File: src/key_sort_engine_defines.svh
// ----------------------------------------------------------------------------
// key_sort_engine_defines.svh
// Assertion macros shared by the key sort engine RTL.
// ----------------------------------------------------------------------------
`ifndef KEY_SORT_ENGINE_DEFINES_SVH
`define KEY_SORT_ENGINE_DEFINES_SVH

// Same-cycle implication, checked outside reset.
`define KSE_ASSERT_NOW(label, clk, rst_n, ante, cons) \
    label: assert property (@(posedge clk) disable iff (!rst_n) (ante) |-> (cons)) \
        else $error("key_sort_engine: same-cycle check failed");

// Next-cycle implication, checked outside reset.
`define KSE_ASSERT_NEXT(label, clk, rst_n, ante, cons) \
    label: assert property (@(posedge clk) disable iff (!rst_n) (ante) |=> (cons)) \
        else $error("key_sort_engine: next-cycle check failed");

`endif

File: src/ksort_pkg.sv
// ----------------------------------------------------------------------------
// ksort_pkg
// Shared constants and types of the key sort engine.
// ----------------------------------------------------------------------------
`default_nettype none

package ksort_pkg;

    // Fixed widths of the transaction fields.
    localparam int KEY_PORT_W = 32;
    localparam int IDX_W      = 6;

    // Defaults for the top-level parameters.
    localparam int DEF_MAX_ITEMS = 64;
    localparam int DEF_KEY_WIDTH = 32;

    // Command broadcast from the controller to every cell.
    typedef struct packed {
        logic insert;
        logic shift;
    } t_cell_cmd;

    // Status a cell hands to its right-hand neighbour.
    typedef struct packed {
        logic valid;
        logic keep;
    } t_cell_link;

    // Controller states, one-hot.
    typedef enum logic [1:0] {
        S_LOAD = 2'b01,
        S_EMIT = 2'b10
    } t_state;

endpackage

`default_nettype wire

File: src/ksort_cell.sv
// ----------------------------------------------------------------------------
// ksort_cell
// One cell of the insertion chain: holds a key and its arrival index.
// ----------------------------------------------------------------------------
`default_nettype none

module ksort_cell
    import ksort_pkg::*;
#(
    parameter int KEY_WIDTH = DEF_KEY_WIDTH
) (
    input  wire logic                 i_clk,
    input  wire logic                 i_rst_n,
    input  wire t_cell_cmd            i_cmd,
    input  wire logic [KEY_WIDTH-1:0] i_new_key,
    input  wire logic [IDX_W-1:0]     i_new_idx,
    input  wire t_cell_link           i_left_link,
    input  wire logic [KEY_WIDTH-1:0] i_left_key,
    input  wire logic [IDX_W-1:0]     i_left_idx,
    input  wire logic                 i_right_valid,
    input  wire logic [KEY_WIDTH-1:0] i_right_key,
    input  wire logic [IDX_W-1:0]     i_right_idx,
    output t_cell_link                o_link,
    output logic [KEY_WIDTH-1:0]      o_key,
    output logic [IDX_W-1:0]          o_idx
);

    logic                 r_valid;
    logic                 n_valid;
    logic [KEY_WIDTH-1:0] r_key;
    logic [KEY_WIDTH-1:0] n_key;
    logic [IDX_W-1:0]     r_idx;
    logic [IDX_W-1:0]     n_idx;
    logic                 w_keep;

    // A stored key not above the new one stays put, so equal keys keep arrival order.
    assign w_keep = r_valid && (r_key <= i_new_key);

    assign o_link = '{valid: r_valid, keep: w_keep};
    assign o_key  = r_key;
    assign o_idx  = r_idx;

    // Next contents: pull from the right when draining, insert or move right when loading.
    always_comb begin
        n_valid = r_valid;
        n_key   = r_key;
        n_idx   = r_idx;
        if (i_cmd.shift) begin
            n_valid = i_right_valid;
            n_key   = i_right_key;
            n_idx   = i_right_idx;
        end else if (i_cmd.insert && !w_keep) begin
            if (i_left_link.keep) begin
                n_valid = 1'b1;
                n_key   = i_new_key;
                n_idx   = i_new_idx;
            end else begin
                n_valid = i_left_link.valid;
                n_key   = i_left_key;
                n_idx   = i_left_idx;
            end
        end
    end

    // Occupancy flag.
    always_ff @(posedge i_clk) begin
        if (!i_rst_n) begin
            r_valid <= 1'b0;
        end else begin
            r_valid <= n_valid;
        end
    end

    // Payload needs no reset.
    always_ff @(posedge i_clk) begin
        r_key <= n_key;
        r_idx <= n_idx;
    end

endmodule

`default_nettype wire

File: config.mk
export PLATFORM = sky130hd
export DESIGN_NAME = ksort_cell
export DESIGN_NICKNAME = d
export VERILOG_FILES = /design/src/key_sort_engine_defines.svh /design/src/ksort_pkg.sv /design/src/ksort_cell.sv
export SDC_FILE = /design/constraint.sdc
export NUM_CORES = 1
export LEC_CHECK = 0
export BUFFER_PORTS_ARGS = -buffer_cell sky130_fd_sc_hd__buf_4
export CAP_MARGIN = 20
export CORE_MARGIN = 5
export CORE_UTILIZATION = 40
export CTS_BUF_LIST = sky130_fd_sc_hd__clkbuf_4 sky130_fd_sc_hd__clkbuf_8
export DETAILED_ROUTE_END_ITERATION = 10
export GPL_TIMING_DRIVEN = 0
export MAX_ROUTING_LAYER = met4
export PLACE_DENSITY = 0.82
export SLEW_MARGIN = 20
export SYNTH_ARGS = -nofsm -noshare
export SYNTH_HDL_FRONTEND = slang
export SYNTH_SLANG_ARGS = --single-unit
export TNS_END_PERCENT = 1
File: constraint.sdc
create_clock -name i_clk -period 4.98 [get_ports i_clk]
set_input_delay 0.249 -clock i_clk [delete_from_list [all_inputs] [get_ports i_clk]]
set_output_delay 0.249 -clock i_clk [all_outputs]
set_load 0.005 [all_outputs]
# Word level (Yosys, flattened, before mapping)
# Index checks and enable logic that the tools add are counted.
[word_totals]
output_inout_bits = 40
mem_bits_rw = 0
reg_bits = 39
latchBits = 0
mem_count = 0
romBits = 0
[op_classes]
n_shift = 0
addsub = 0
magnitude_cmp = 1
n_mux = 9
n_div = 0
n_reduce_logical = 4
mul = 0
bitwise = 0
n_eq_ne = 0
[op_table]
columns = ["op", "count"]
rows = [
  ["$mux W32", 3],
  ["$le A32 B32 Y1", 1],
  ["$mux W6", 3],
  ["$mux W1", 3],
  ["$logic_and A1 B1 Y1", 2],
  ["$reduce_bool A2 Y1", 1],
  ["$logic_not A1 Y1", 1],
]

# Logic depth before layout (Yosys ltp)
[depth]
depth_word = 6
depth_mapped = 9
ltp_nobuf = 8

# Worst setup path before layout
# No wires, ideal clock.
[synth_timing]
path_type = "reg-to-reg"
from = "register r_key[15], in the netlist o_key[15]"
to = "register r_idx[0], in the netlist o_idx[0], enable pin"
path_slack_ns = 1.058
period_less_slack_ns = 3.922
setup_ns = 0.456
arrival_time_ns = 3.465
path_buffers = 0
stages_incl_launch_ff = 7
cell_sequence = "edfxtp_1 -> ha_1 -> nand4_1 -> a2111oi_1 -> or4_4 -> a22oi_2 -> a31oi_1"
[synth_between]
elab_chain_cells = 5
[synth_rtl]
columns = ["element", "line", "text"]
rows = [
  ["start: declaration", "ksort_cell.sv:30", "logic [KEY_WIDTH-1:0] r_key;"],
  ["start signal: assignment", "ksort_cell.sv:76", "r_key <= n_key;"],
  ["$le A32 B32 Y1", "ksort_cell.sv:37", "assign w_keep = r_valid && (r_key <= i_new_key);"],
  ["$logic_and A1 B1 Y1", "ksort_cell.sv:37", ""],
  ["$logic_not A1 Y1", "ksort_cell.sv:52", "end else if (i_cmd.insert && !w_keep) begin"],
  ["$logic_and A1 B1 Y1", "ksort_cell.sv:52", ""],
  ["$reduce_bool A2 Y1 (no line)", "-", ""],
  ["end signal: assignment", "ksort_cell.sv:77", "r_idx <= n_idx;"],
  ["end: declaration", "ksort_cell.sv:32", "logic [IDX_W-1:0] r_idx;"],
]
# No other way between the ends.
# A chain may end at the register's enable or synchronous reset.

# Worst setup path after layout
[layout_timing]
from = "register r_key[15], in the netlist o_key[15]"
to = "register r_key[17], in the netlist o_key[17], enable pin"
[layout_between]
elab_chain_cells = 5
[layout_rtl]
columns = ["element", "line"]
rows = [
  ["$le A32 B32 Y1", "ksort_cell.sv:37"],
  ["$logic_and A1 B1 Y1", "ksort_cell.sv:37"],
  ["$logic_not A1 Y1", "ksort_cell.sv:52"],
  ["$logic_and A1 B1 Y1", "ksort_cell.sv:52"],
  ["$reduce_bool A2 Y1 (no line)", "-"],
]
# No other way between the ends.

==> metrics.yaml <==
status: "completed"
clkSlewWorstSetupHoldPaths_ps: 80
max_slew.worst_pin.slew_ps: 775
drv_cap: 0
cp_num_buf_inv: 1
antenna_left: 0
hold_class: "primary input to flip-flop"
die_w_um: 94.0
wl_per_cell_um: 15.3
num-fill-cells: 603
drcViolationCount: 0
h-tree-depth: 2
fmax_mhz: 344
worst-setup-path-type: "flip-flop to flip-flop"
cp-end-kind: "flip-flop"
detail_route.vias_per_cell: 4.95
nNetsFinal: 609
overflow: 0
hp-start: "i_rst_n"
synthDistinctLibCells: 33
slew_headroom_pct: 48.3
rsz0062_at_grt: "no"
drtIter0Drc: 87
ios: 161
dpl.hpwl_um: 7070
ys_warn_count: 0
finalWorstSetupSlack_ps: 2070
fin_crit_sh_pct: 58.4
fin_skew_ps: 7.89
syn2layout_area_growth_pct: 51.5
synth-edff-count: 38
grt_usage_pct: 19.3
worstSetupStartpointType: "flip-flop"
antenna_found_initial: 0
worst-path-max-fanout: 20
initial_utilization_pct: 41.3
crit_family: "compound AO/OA/AOI/OAI gates"
cts_buffers: 5
grt_first_pass_wirelength_um: 13200
root_buffer: "clkbuf_8"
tns_ps: 0
slowest_stage: "a31oi_4"
drive_gt1_share_pct: 39.4
cp_cell_sequence: "ha_1 -> nand4_1 -> a2111oi_1 -> or4_4 -> a22oi_2 -> a31oi_4 -> buf_16"
drtPass1Iterations: 4
reg2reg_from: "o_key[15]"
synth_seq_area_share_pct: 41.2
cts_hold_buffers: 0
placed_area_um2: 4180
cts_sinks: 39
syn_area_um2: 2820
fp.coreArea_um2: 6830
synth-seq-cells: 39
netlist_instances: 288
dieArea_um2: 8830
required_ps: 4980
post_cts_buffers: 0
final_area_um2: 4270
hold_violations: 0
worst_ir_drop_vdd_mv: 0.110
syn_nets: 441
clockBufferDepth: 2
antenna_cells: 0
vias: 2739
worstPathArrival_ps: 2910
synth_flop_cell: "edfxtp_1"
crit_start: "o_key[15]"
finalCriticalPeriod_ps: 2910
die_h_um: 94.0
setup_violations: 0
grt_max_degree: 21
port_buffers: 160
critPathMaxStageDelay_ps: 670
drv_slew: 0
finalWeightedCongestion: 0.762
rows: 30
cts_tree: "built"
leakage_nw: 2.17
routed_wl_um: 8470
insertion_delay_ps: 290
pwr_density_cell_nw_per_um2: 228
grt_pass1_vias: 2898
avgSynthCellArea_um2: 9.79
cts-resized-gates: 0
dpl_worst_slack_ps: 2010
async_flop_share_pct: 0
## final timing paths
check,to,slack [ps],cells past startpoint
min reg2reg,r_valid,660,2
max reg2reg,o_key[17],2070,7
min,r_valid,190,2
max,o_key[17],2070,7
## per-layer routing
layer  vias up  GRT usage (%)  share of wire [%]
met2       103           34.8                 52
met5         -              -                  0
li1       1376              -                  -
met4         0           3.25               0.37
met3         4           4.89                7.2
met1      1256           21.9                 40
## report_power, final
part	total, mW	switching, mW	leakage, nW	internal (mW)
clock	0.224	0.115	0.0491	0.109
sequential	0.429	0.0212	0.399	0.408
combinational	0.320	0.140	1.72	0.179
total	0.973	0.276	2.17	0.697
## layout by cell type (no fill, tap or decap), types with 2 or more instances in the layout
cell	Yosys	final
mux2i_1	38	38
inv_1	33	33
o21ai_0	2	2
a211oi_1	2	2
nand4_1	8	8
edfxtp_1	38	38
buf_2	3	3
a21o_1	3	3
clkbuf_8	0	5
clkbuf_4	0	2
nor4_1	2	2
o21ai_1	39	39
nand2_1	44	44
ha_1	32	32
clkbuf_1	9	9
nand3_1	3	3
buf_4	2	162
a21oi_1	13	13
## cell type report
cell class / count / area, um2 / share of cell area (%)
Buffer: 14 / 63.8 / 1.49
Clock buffer: 7 / 83.8 / 1.96
Clock inverter: 1 / 5.00 / 0.117
Inverter: 33 / 124 / 2.90
Multi-Input combinational cell: 202 / 1490 / 34.8
Sequential cell: 39 / 1160 / 27.2
Tap cell: 96 / 120 / 2.81
Timing Repair Buffer: 161 / 1230 / 28.8
## stage by stage
stage               utilization [%]  total power, mW  hold slack (ps)  std cells
global placement               60.6            0.743              476        544
floorplan                         -            0.576              382        288
detailed placement             61.2            0.759              487        545
global route                   62.5             1.03              187        553
finish                         62.5            0.973              190        553
CTS                            62.5            0.983              185        553
## flip-flops by register name, summed over array words and instances, names as in the netlist
| name | count |
|---|---|
| r_valid | 1 |
| o_idx | 6 |
| o_key | 32 |
## kinds of logic after synthesis
group	count (synthesis)	synth area share, %
flip-flops	39	41.2
multiplexers	38	13.5
AO/OA/AOI/OAI	68	13.9
buffers and inverters	47	6.65
adder cells (fa/ha/maj)	32	14.2
AND/OR/NAND/NOR	64	10.6
## cells in the mapped netlist, drive strengths merged (2+ instances only)
library cell | number | area share (%)
a211oi | 2 | 0.53
nor4 | 2 | 0.44
nand4 | 8 | 1.8
buf | 5 | 1.1
mux2i | 38 | 13
o21ai | 41 | 7.3
nand3 | 3 | 0.53
a21o | 3 | 0.80
nand2 | 44 | 5.9
a21oi | 13 | 2.3
inv | 33 | 4.4
clkbuf | 9 | 1.2
ha | 32 | 14
edfxtp | 38 | 40
## worst reg2reg max path: cells and delay by family (launching register included)
family                     cells  cell delay (ps)
adders and majority gates      1              330
AOI/OAI and AO/OA              3             1230
and+or+nand+nor                2              410
buffers and inverters          1              250
DFF                            1              400
Note: power is estimated with default switching activity, not from simulation.
